### config.mk
export PLATFORM = sky130hd
export DESIGN_NAME = int8_dot_product_requantize
export DESIGN_NICKNAME = d
export VERILOG_FILES = /design/src/sv/idp_pkg.sv /design/src/sv/idp_front.sv /design/src/sv/idp_queue.sv /design/src/sv/idp_back.sv /design/src/sv/int8_dot_product_requantize.sv
export SDC_FILE = /design/constraint.sdc
export NUM_CORES = 1
export LEC_CHECK = 0
export BUFFER_PORTS_ARGS = -buffer_cell sky130_fd_sc_hd__buf_4
export CAP_MARGIN = 25
export CORE_MARGIN = 2
export CORE_UTILIZATION = 40
export DETAILED_ROUTE_END_ITERATION = 6
export SLEW_MARGIN = 5
export SYNTH_ARGS = -nofsm -noshare
export SYNTH_HDL_FRONTEND = slang
export SYNTH_SLANG_ARGS = --single-unit
### constraint.sdc
create_clock -name clock -period 18.55 [get_ports clock]
set_input_delay 0.9275 -clock clock [delete_from_list [all_inputs] [get_ports clock]]
set_output_delay 0.9275 -clock clock [all_outputs]
set_load 0.01 [all_outputs]
### src/sv/idp_pkg.sv
// ----------------------------------------------------------------------------
// idp_pkg
// Shared types and constants of the int8 dot product requantizer.
// ----------------------------------------------------------------------------
package idp_pkg;

   localparam int ACC_WIDTH_DEFAULT = 32;

   localparam int QUEUE_DEPTH = 4;
   localparam int QUEUE_AW    = $clog2(QUEUE_DEPTH);

   // Requantization divides by 2**REQ_SHIFT (32), truncating toward zero.
   localparam int REQ_SHIFT = 5;
   localparam logic signed [15:0] REQ_LIMIT     = 16'sd32767;
   localparam logic signed [15:0] REQ_LIMIT_NEG = -16'sd32767;

   // x / 10 == (x * 0xCCCD) >> 19 for every 16-bit unsigned x.
   localparam logic [15:0] DIV10_MAGIC = 16'hCCCD;
   localparam int          DIV10_SHIFT = 19;

   // Smallest value the leaky activation can produce.
   localparam logic signed [15:0] LEAKY_FLOOR = -16'sd3276;

   typedef struct packed {
      logic signed [15:0] product;
      logic signed [15:0] bias;
      logic               last;
   } idp_entry_type;

   typedef struct packed {
      logic full;
      logic empty;
   } idp_queue_status_type;

endpackage

### src/sv/idp_front.sv
// ----------------------------------------------------------------------------
// idp_front
// Accepts items, forms the weight-activation product and queues it.
// ----------------------------------------------------------------------------
module idp_front (
   input  logic                          req_valid,
   output logic                          req_stall,
   input  logic signed [7:0]             req_weight,
   input  logic signed [7:0]             req_activation,
   input  logic signed [15:0]            req_bias,
   input  logic                          req_last,
   input  idp_pkg::idp_queue_status_type status,
   output logic                          push,
   output idp_pkg::idp_entry_type        entry
);
   import idp_pkg::*;

   logic signed [15:0] product;

   // Both operands are signed, so -128 * -128 = 16384 fits in 16 bits.
   assign product = 16'(req_weight) * 16'(req_activation);

   assign req_stall     = status.full;
   assign push          = req_valid && !status.full;
   assign entry.product = product;
   assign entry.bias    = req_bias;
   assign entry.last    = req_last;

endmodule

### src/sv/idp_queue.sv
// ----------------------------------------------------------------------------
// idp_queue
// Small FIFO that decouples the front from the accumulate pipeline.
// ----------------------------------------------------------------------------
module idp_queue (
   input  logic                          clock,
   input  logic                          reset,
   input  logic                          push,
   input  idp_pkg::idp_entry_type        entry_in,
   input  logic                          pop,
   output idp_pkg::idp_entry_type        entry_out,
   output idp_pkg::idp_queue_status_type status
);
   import idp_pkg::*;

   idp_entry_type           entries_ff [QUEUE_DEPTH];
   logic [QUEUE_AW-1:0]     wr_ptr_ff, wr_ptr_in;
   logic [QUEUE_AW-1:0]     rd_ptr_ff, rd_ptr_in;
   logic [QUEUE_AW:0]       count_ff, count_in;

   always_comb begin
      wr_ptr_in = push ? wr_ptr_ff + 1'b1 : wr_ptr_ff;
      rd_ptr_in = pop  ? rd_ptr_ff + 1'b1 : rd_ptr_ff;
      count_in  = count_ff;
      if (push && !pop) begin
         count_in = count_ff + 1'b1;
      end else if (pop && !push) begin
         count_in = count_ff - 1'b1;
      end
   end

   always_ff @(posedge clock) begin
      if (reset) begin
         wr_ptr_ff <= '0;
         rd_ptr_ff <= '0;
         count_ff  <= '0;
      end else begin
         wr_ptr_ff <= wr_ptr_in;
         rd_ptr_ff <= rd_ptr_in;
         count_ff  <= count_in;
      end
   end

   always_ff @(posedge clock) begin
      if (push) begin
         entries_ff[wr_ptr_ff] <= entry_in;
      end
   end

   assign entry_out    = entries_ff[rd_ptr_ff];
   assign status.full  = (count_ff == (QUEUE_AW+1)'(QUEUE_DEPTH));
   assign status.empty = (count_ff == '0);

endmodule

### src/sv/idp_back.sv
// ----------------------------------------------------------------------------
// idp_back
// Accumulates products and requantizes the sum on each last item.
// ----------------------------------------------------------------------------
module idp_back #(
   parameter int ACC_WIDTH = idp_pkg::ACC_WIDTH_DEFAULT
) (
   input  logic                          clock,
   input  logic                          reset,
   input  logic                          leaky_enable,
   input  idp_pkg::idp_queue_status_type status,
   input  idp_pkg::idp_entry_type        entry,
   output logic                          pop,
   output logic                          rsp_valid,
   input  logic                          rsp_stall,
   output logic signed [15:0]            rsp_conv_out
);
   import idp_pkg::*;

   localparam int QW = ACC_WIDTH - REQ_SHIFT;

   logic                        advance;
   logic signed [ACC_WIDTH-1:0] sum;
   logic signed [ACC_WIDTH-1:0] acc_ff, acc_in;

   logic                        s1_valid_ff, s1_valid_in;
   logic signed [ACC_WIDTH-1:0] s1_sum_ff, s1_sum_in;
   logic signed [15:0]          s1_bias_ff, s1_bias_in;

   logic signed [ACC_WIDTH-1:0] adjusted;
   logic signed [QW-1:0]        quotient;
   logic signed [15:0]          clamped;
   logic                        s2_valid_ff, s2_valid_in;
   logic signed [15:0]          s2_q_ff, s2_q_in;
   logic signed [15:0]          s2_bias_ff, s2_bias_in;

   logic                        s3_valid_ff, s3_valid_in;
   logic signed [15:0]          s3_r_ff, s3_r_in;

   logic [15:0]                 magnitude;
   logic [31:0]                 scaled;
   logic [31-DIV10_SHIFT:0]     tenth;
   logic signed [15:0]          activated;
   logic                        rsp_valid_ff, rsp_valid_in;
   logic signed [15:0]          rsp_data_ff, rsp_data_in;

   // The whole pipeline moves when the output register is free or being taken.
   assign advance = !rsp_valid_ff || !rsp_stall;
   assign pop     = advance && !status.empty;

   // Accumulate loop: wraps modulo 2**ACC_WIDTH, cleared after a last item.
   assign sum = acc_ff + ACC_WIDTH'(entry.product);

   always_comb begin
      acc_in = acc_ff;
      if (pop) begin
         acc_in = entry.last ? '0 : sum;
      end
      s1_valid_in = advance ? (pop && entry.last) : s1_valid_ff;
      s1_sum_in   = (pop && entry.last) ? sum : s1_sum_ff;
      s1_bias_in  = (pop && entry.last) ? entry.bias : s1_bias_ff;
   end

   // Divide by 32 toward zero: bias negative sums up before the arithmetic shift.
   always_comb begin
      adjusted = s1_sum_ff;
      if (s1_sum_ff[ACC_WIDTH-1]) begin
         adjusted = s1_sum_ff + ACC_WIDTH'((1 << REQ_SHIFT) - 1);
      end
      quotient = adjusted[ACC_WIDTH-1:REQ_SHIFT];
      if (quotient > QW'(REQ_LIMIT)) begin
         clamped = REQ_LIMIT;
      end else if (quotient < QW'(REQ_LIMIT_NEG)) begin
         clamped = REQ_LIMIT_NEG;
      end else begin
         clamped = quotient[15:0];
      end
      s2_valid_in = advance ? s1_valid_ff : s2_valid_ff;
      s2_q_in     = advance ? clamped : s2_q_ff;
      s2_bias_in  = advance ? s1_bias_ff : s2_bias_ff;
   end

   // Bias add wraps to 16 bits with no saturation.
   always_comb begin
      s3_valid_in = advance ? s2_valid_ff : s3_valid_ff;
      s3_r_in     = advance ? s2_q_ff + s2_bias_ff : s3_r_ff;
   end

   // If enabled, values <= 0 have their magnitude divided by ten, sign restored.
   always_comb begin
      magnitude = 16'(16'sd0 - s3_r_ff);
      scaled    = 32'(magnitude) * 32'(DIV10_MAGIC);
      tenth     = scaled[31:DIV10_SHIFT];
      activated = s3_r_ff;
      if (leaky_enable && (s3_r_ff <= 16'sd0)) begin
         activated = 16'(16'sd0 - signed'(16'(tenth)));
      end
      rsp_valid_in = advance ? s3_valid_ff : rsp_valid_ff;
      rsp_data_in  = advance ? activated : rsp_data_ff;
   end

   always_ff @(posedge clock) begin
      if (reset) begin
         acc_ff       <= '0;
         s1_valid_ff  <= 1'b0;
         s2_valid_ff  <= 1'b0;
         s3_valid_ff  <= 1'b0;
         rsp_valid_ff <= 1'b0;
      end else begin
         acc_ff       <= acc_in;
         s1_valid_ff  <= s1_valid_in;
         s2_valid_ff  <= s2_valid_in;
         s3_valid_ff  <= s3_valid_in;
         rsp_valid_ff <= rsp_valid_in;
      end
   end

   always_ff @(posedge clock) begin
      s1_sum_ff   <= s1_sum_in;
      s1_bias_ff  <= s1_bias_in;
      s2_q_ff     <= s2_q_in;
      s2_bias_ff  <= s2_bias_in;
      s3_r_ff     <= s3_r_in;
      rsp_data_ff <= rsp_data_in;
   end

   assign rsp_valid    = rsp_valid_ff;
   assign rsp_conv_out = rsp_data_ff;

endmodule

### src/sv/int8_dot_product_requantize.sv
// ----------------------------------------------------------------------------
// int8_dot_product_requantize
// Streaming int8 multiply-accumulate with saturating 16-bit requantization.
// ----------------------------------------------------------------------------
// The block takes one weight-activation pair per cycle while req_stall is low
// and gives one 16-bit result for each item marked last. The limit of one item
// per cycle is set by the accumulate loop; a four-entry queue sits between the
// input side and the accumulator, so up to four more items are taken while a
// result waits to be taken. Each result passes through registered stages in
// order: accumulate, divide and clamp, bias add, then leaky activation into the
// output register. Write leaky_enable only while no dot product is in flight.
module int8_dot_product_requantize #(
   parameter int ACC_WIDTH = idp_pkg::ACC_WIDTH_DEFAULT
) (
   input  logic               clock,
   input  logic               reset,
   input  logic               req_valid,
   output logic               req_stall,
   input  logic signed [7:0]  req_weight,
   input  logic signed [7:0]  req_activation,
   input  logic signed [15:0] req_bias,
   input  logic               req_last,
   output logic               rsp_valid,
   input  logic               rsp_stall,
   output logic signed [15:0] rsp_conv_out,
   input  logic               csr_valid,
   output logic               csr_ready,
   input  logic               csr_write_data
);
   import idp_pkg::*;

   idp_queue_status_type status;
   idp_entry_type        push_entry;
   idp_entry_type        pop_entry;
   logic                 push;
   logic                 pop;
   logic                 leaky_enable_ff, leaky_enable_in;

   assign csr_ready       = 1'b1;
   assign leaky_enable_in = (csr_valid && csr_ready) ? csr_write_data : leaky_enable_ff;

   always_ff @(posedge clock) begin
      if (reset) begin
         leaky_enable_ff <= 1'b0;
      end else begin
         leaky_enable_ff <= leaky_enable_in;
      end
   end

   idp_front u_front (
      .req_valid      (req_valid),
      .req_stall      (req_stall),
      .req_weight     (req_weight),
      .req_activation (req_activation),
      .req_bias       (req_bias),
      .req_last       (req_last),
      .status         (status),
      .push           (push),
      .entry          (push_entry)
   );

   idp_queue u_queue (
      .clock     (clock),
      .reset     (reset),
      .push      (push),
      .entry_in  (push_entry),
      .pop       (pop),
      .entry_out (pop_entry),
      .status    (status)
   );

   idp_back #(
      .ACC_WIDTH (ACC_WIDTH)
   ) u_back (
      .clock        (clock),
      .reset        (reset),
      .leaky_enable (leaky_enable_ff),
      .status       (status),
      .entry        (pop_entry),
      .pop          (pop),
      .rsp_valid    (rsp_valid),
      .rsp_stall    (rsp_stall),
      .rsp_conv_out (rsp_conv_out)
   );

endmodule

==> results of run 1 <==
[layout by cell type, fill, tap and decap left out, types with 11 or more instances in the layout]
cell and count:
nor2b_1 16, nand2b_1 17, buf_4 67, a21oi_1 75, a22oi_1 22, xor2_1 62
a31oi_1 12, dfxtp_1 45, nand3_1 37, o21ai_0 36, xnor2_1 74, nor3_1 22
or3_1 11, ha_1 210, o21ai_1 27, fa_1 131, and3_1 11, nand2_1 88
nor2_1 95, and2_1 57, mux4_2 33, edfxtp_1 244, a21o_1 34, inv_1 246
nor4_1 13, clkbuf_16 34
[kinds of logic after synthesis]
kind of cell    after synthesis  synth area share (%)
compound gates              296                 9.485
simple gates                413                 10.38
fa+ha+maj                   341                 25.28
flops                       290                 39.72
other cells                   1               0.01806
mux                          43                 4.086
buf+inv                     286                 5.206
xor+xnor                    137                 5.815
[worst paths after layout]
| path | depth (start not counted) | start | slack, ns | to |
|---|---|---|---|---|
| setup / recovery | 30 | u_back.s3_r_ff[4] | 10.14 | u_back.rsp_conv_out[10] |
| hold / removal | 0 | u_back.s1_bias_ff[15] | 0.42 | u_back.s2_bias_ff[15] |
| setup reg to reg | 30 | u_back.s3_r_ff[4] | 10.14 | u_back.rsp_conv_out[10] |
| hold reg to reg | 0 | u_back.s1_bias_ff[15] | 0.42 | u_back.s2_bias_ff[15] |
[per-stage QoR]
step	util (%)	hold slack (ns)	cells
after detailed placement	42.88	0.4045	2515
after global placement	42.88	0.4044	2515
after floorplan	-	0.4003	1807
final	45.10	0.4175	2577
after global routing	45.10	0.4330	2577
after CTS	45.10	0.4134	2577
[metal layers]
layer  vias up  routed length [um]  GRT usage, %
met5         -                   0             0
li1       6507                   -             -
met3        57                1406         2.480
met2       180               22960         31.02
met1      6468               19020         20.66
met4         0                1298         5.469
[layout make-up]
class,count,area share [%]
Clock buffer,45,4.115
Clock inverter,17,0.8219
Inverter,247,4.007
Multi-Input combinational cell,1231,49.55
Sequential cell,290,35.65
Tap cell,680,3.677
Timing Repair Buffer,67,2.174
[worst max-delay path, delay by kind of cell (launching register included)]
family,cells,cell delay (ns)
AO/OA/AOI/OAI,5,1.02
XOR/XNOR,2,0.70
adder cells (fa/ha/maj),8,3.37
buffers and inverters,5,0.30
flip-flops,1,0.47
multiplexers,1,0.13
AND/OR/NAND/NOR,9,2.19
[flip-flops by register name (all words and copies together) (netlist names), named ones only]
register / flops
leaky_enable_ff: 1
u_back.acc_ff: 32
u_back.rsp_conv_out: 16
u_back.rsp_valid: 1
u_back.s1_bias_ff: 16
u_back.s1_sum_ff: 32
u_back.s1_valid_ff: 1
u_back.s2_bias_ff: 16
u_back.s2_q_ff: 16
u_back.s2_valid_ff: 1
u_back.s3_r_ff: 16
u_back.s3_valid_ff: 1
u_queue.count_ff: 3
u_queue.entries_ff: 132
u_queue.rd_ptr_ff: 2
u_queue.wr_ptr_ff: 2
==> results.sh, run 1 <==
export IMPL_status="finished, final reports clean"
export IMPL_crit_required_ns=18.86
export IMPL_worst_pin_slew_ns=1.055
export IMPL_overflow=0
export IMPL_arrival_ns=8.71
export IMPL_nets=2251
export IMPL_drt_iter0_drc=660
export IMPL_design_core_area_mm2=0.05130
export IMPL_numCtsBuffers=34
export IMPL_synth_ff_type="edfxtp_1"
export IMPL_slowest_delay_ns=0.58
export IMPL_layout_drive_gt1_share_pct=10.02
export IMPL_worstSetupStartpointType="register"
export IMPL_dp_slack_ns=10.11
export IMPL_skew_ns=0.04674
export IMPL_fillers=4748
export IMPL_max_freq_mhz=119.0
export IMPL_path_clk_slew_ns=0.06
export IMPL_place_congestion=0.9108
export IMPL_cts_tree="yes"
export IMPL_htreeDepth=2
export IMPL_hpwl_um=34950
export IMPL_synthTopCellsByCount="inv_1 (246), edfxtp_1 (244), ha_1 (210)"
export IMPL_worst_setup_path_type="register to register"
export IMPL_synth_edff_count=244
export IMPL_grt_max_degree=68
export IMPL_syn_area_per_cell_um2=11.49
export IMPL_fin_tns_setup_ns=0
export IMPL_slowest_stage="or4_1"
export IMPL_seq_area_mm2=0.008249
export IMPL_hold_class="register to register"
export IMPL_clkLatencyLatePin_ns=0.55
export IMPL_drc_errors=0
export IMPL_drtPass1Iterations=5
export IMPL_critical_path_peak_fanout=7
export IMPL_hold_viol_final=0
export IMPL_post_cts_buffers=0
export IMPL_setup_ws_ns=10.14
export IMPL_maxCapViolCount=0
export IMPL_max_slew_margin_rel_pct=29.57
export IMPL_synth_top_area_share_pct=35.29
export IMPL_clk_path_buf_depth=3
export IMPL_finalCriticalPeriod_ns=8.406
export IMPL_antenna_found_initial=0
export IMPL_yosysWarnings=0
export IMPL_synth_nets=2187
export IMPL_rsz0062_at_grt="no"
export IMPL_num_antenna_cells=0
export IMPL_yosys_area_top_type="edfxtp_1"
export IMPL_ctsRootBufferMaster="clkbuf_16"
export IMPL_final_area_mm2=0.02314
export IMPL_wire_per_inst_um=17.34
export IMPL_cts_resized=0
export IMPL_drt_vias_per_instance=5.127
export IMPL_cts_hold_buffers=0
export IMPL_initial_utilization_pct=40.47
export IMPL_pin_count=58
export IMPL_syn_inst=1807
export IMPL_end_kind="register"
export IMPL_grtUsageTotal_pct=17.05
export IMPL_vias=13210
export IMPL_synthArstFlopShare_pct=0
export IMPL_io_buffers=56
export IMPL_design_die_area_mm2=0.05375
export IMPL_totalWireLength_um=44690
export IMPL_grt_pass1_wl_um=72350
export IMPL_multi_input_area_mm2=0.01147
export IMPL_area_growth_pct=11.44
export IMPL_ant_nets=0
export IMPL_die_x_um=231.8
export IMPL_synth_seq_area_share_pct=39.72
export IMPL_min_period_over_period_pct=45.32
export IMPL_yosysMostFrequentCell="inv_1"
export IMPL_synth_area_top_cells="edfxtp_1 (35%), ha_1 (13%), fa_1 (13%), inv_1 (4.4%), dfxtp_1 (4.4%)"
export IMPL_fp_row_count=83
export IMPL_synth_ff_latch_count=290
export IMPL_grt_pass1_vias=13760
export IMPL_final_max_slew_viol_count=0
export IMPL_setup_viol=0
export IMPL_cpMostUsedCell="inv_1"
export IMPL_postPlaceCellArea_mm2=0.02200
export IMPL_ys_types=86
export IMPL_die_h_um=231.8
export IMPL_cts_sinks=290
export IMPL_synthesis_area_mm2=0.02076
Power of run 1 is not shown: default switching activity piles up to over one toggle a cycle in this logic, so the estimate is an artifact.
==> inputs of run 2 (changes only) <==
Settings changed: ABC_AREA set to 1.
Clock period 18.55 ns to 7.6 ns, I/O delays scaled along.
==> run 2 against run 1 <==
Effect of this change:
- clock skew shrank 0.036 ns
- via count grew 31%
- register-to-register slack lost 9.7 ns
- worst setup slack lost 9.7 ns
- highest routed layer unchanged
- die area grew 9.2%
- synthesized area grew 9.3%
==> results.sh, run 2 <==
export IMPL_status="finished, final reports clean"
export IMPL_die_h_um=242.2
export IMPL_setup_viol=0
export IMPL_nets=3126
export IMPL_drt_iter0_drc=934
export IMPL_synth_seq_area_share_pct=36.33
export IMPL_yosysWarnings=0
export IMPL_cts_tree="yes"
export IMPL_num_antenna_cells=0
export IMPL_place_congestion=0.9983
export IMPL_synthTopCellsByCount="nand2_1 (635), inv_1 (512), edfxtp_1 (244)"
export IMPL_grtUsageTotal_pct=19.30
export IMPL_drt_vias_per_instance=4.919
export IMPL_cpMostUsedCell="nand2_1"
export IMPL_path_clk_slew_ns=0.07
export IMPL_skew_ns=0.01048
export IMPL_synth_top_area_share_pct=32.28
export IMPL_whs_ns=0.08285
export IMPL_layout_drive_gt1_share_pct=6.392
export IMPL_vias=17340
export IMPL_slowest_stage="fa_1"
export IMPL_worst_setup_path_type="register to register"
export IMPL_critical_path_peak_fanout=7
export IMPL_syn_inst=2673
export IMPL_maxCapViolCount=0
export IMPL_clk_path_buf_depth=3
export IMPL_overflow=0
export IMPL_synthesis_area_mm2=0.02270
export IMPL_design_core_area_mm2=0.05628
export IMPL_rsz0062_at_grt="no"
export IMPL_worstSetupStartpointType="register"
export IMPL_drc_errors=0
export IMPL_drtPass1Iterations=5
export IMPL_ant_nets=0
export IMPL_synth_ff_type="edfxtp_1"
export IMPL_area_growth_pct=11.39
export IMPL_clkLatencyLatePin_ns=0.59
export IMPL_numCtsBuffers=30
export IMPL_io_buffers=56
export IMPL_hold_class="primary input to register"
export IMPL_worst_pin_slew_ns=0.9364
export IMPL_ctsRootBufferMaster="clkbuf_16"
export IMPL_grt_max_degree=68
export IMPL_yosysMostFrequentCell="nand2_1"
export IMPL_pin_count=58
export IMPL_finalCriticalPeriod_ns=7.111
export IMPL_final_common_cell="nand2_1"
export IMPL_fp_row_count=87
export IMPL_totalWireLength_um=56660
export IMPL_crit_required_ns=7.94
export IMPL_initial_utilization_pct=40.34
export IMPL_design_die_area_mm2=0.05867
export IMPL_final_cell_mix="nand2_1 (632), inv_1 (509), edfxtp_1 (244), ha_1 (208), nor2_1 (206)"
export IMPL_hold_viol_final=0
export IMPL_antenna_found_initial=0
export IMPL_arrival_ns=7.45
export IMPL_die_x_um=242.2
export IMPL_max_flop_register="u_queue.entries_ff"
export IMPL_postPlaceCellArea_mm2=0.02401
export IMPL_synth_ff_latch_count=290
export IMPL_fin_tns_setup_ns=0
export IMPL_final_area_mm2=0.02529
export IMPL_fillers=5526
export IMPL_slowest_delay_ns=0.54
export IMPL_htreeDepth=1
export IMPL_synthXorXnorAreaFrac_pct=3.897
export IMPL_synth_area_top_cells="edfxtp_1 (32%), ha_1 (12%), fa_1 (12%), nand2_1 (10%), inv_1 (8.5%)"
export IMPL_yosys_area_top_type="edfxtp_1"
export IMPL_synth_top_family_by_area="adder cells"
export IMPL_ys_types=50
export IMPL_max_freq_mhz=140.6
export IMPL_seq_area_mm2=0.008249
export IMPL_synth_nets=3053
export IMPL_synthSimpleGateAreaFrac_pct=19.71
export IMPL_synth_edff_count=244
export IMPL_wire_per_inst_um=16.07
export IMPL_synth_mux_area_fraction_pct=0.04409
export IMPL_hpwl_um=45670
export IMPL_multi_input_area_mm2=0.01237
export IMPL_synthAdderAreaFrac_pct=23.13
export IMPL_grt_pass1_vias=17530
export IMPL_cts_sinks=290
export IMPL_min_period_over_period_pct=93.57
export IMPL_end_kind="register"
export IMPL_final_max_slew_viol_count=0
export IMPL_largest_reg_flops=132
export IMPL_grt_pass1_wl_um=90880
export IMPL_reg_top3="u_queue.entries_ff (132), u_back.acc_ff (32), u_back.s1_sum_ff (32)"
export IMPL_max_slew_margin_rel_pct=37.58
export IMPL_syn_area_per_cell_um2=8.493
export IMPL_synthArstFlopShare_pct=0
export IMPL_synth_compound_area_share_pct=7.347
[run 2: cell types whose count changed after synthesis, sizes merged, moves of 43 or more]
cell and delta:
nand2 +548, inv +268, nor2 +133, nand3 +79, a21oi +45, xnor2 -44
o21ai +43
[run 2: stage by stage]
| step | std cells | setup WS, ns | util, % |
|---|---|---|---|
| after floorplan | 2673 | 0.7988 | - |
| after global placement | 3447 | 0.3822 | 42.62 |
| after detailed placement | 3448 | 0.2581 | 42.67 |
| after CTS | 3520 | 0.2388 | 44.78 |
| after global routing | 3525 | 0.007412 | 44.93 |
| final | 3525 | 0.4889 | 44.93 |
[run 2: critical path: cells and delay by family (launching register included)]
kind	cells	cell delay, ns
flip-flops	1	0.50
adder cells (fa/ha/maj)	8	3.22
AND/OR/NAND/NOR	19	2.53
buffers and inverters	8	0.60
[run 2: layout make-up]
cell class	instances	share of cell area (%)
clock buffers	34	3.068
multi-input cells	1815	48.94
repair buffers	94	3.038
inverters	515	7.645
flip-flops and latches	290	32.62
well taps	756	3.741
clock inverters	21	0.9451
[run 2: repair_timing]
| action | in CTS | in global routing |
|---|---|---|
| endpoints found under the setup margin | 0 | 15 |
| setup buffers | 0 | 5 |
| resized for setup | 0 | 17 |
| hold buffers | 17 | 0 |
| hold endpoints to repair | 68 | 0 |
[run 2: final timing paths]
check                                     startpoint                 endpoint  slack, ns  depth (start not counted)
worst max-delay path               u_back.s3_r_ff[0]  u_back.rsp_conv_out[14]       0.49                         35
worst min-delay path                  csr_write_data          leaky_enable_ff       0.08                          3
worst max register to register     u_back.s3_r_ff[0]  u_back.rsp_conv_out[14]       0.49                         35
worst min register to register  u_back.s1_bias_ff[6]     u_back.s2_bias_ff[6]       0.42                          0
[run 2: metal layers]
| metal | up-vias | routed length, um | global-route usage (%) |
|---|---|---|---|
| met5 | - | 0 | 0 |
| met4 | 0 | 2015 | 6.554 |
| met3 | 85 | 1641 | 1.628 |
| met2 | 282 | 29250 | 36.27 |
| met1 | 8298 | 23750 | 23.03 |
| li1 | 8673 | - | - |
[run 2: cell families after synthesis]
kind of cell | count (synthesis)
buffers and inverters | 568
adder cells (fa/ha/maj) | 341
other | 1
flip-flops | 290
AND/OR/NAND/NOR | 1068
XOR/XNOR | 101
multiplexers | 1
AO/OA/AOI/OAI | 303
Power of run 2 is left out for the same reason.
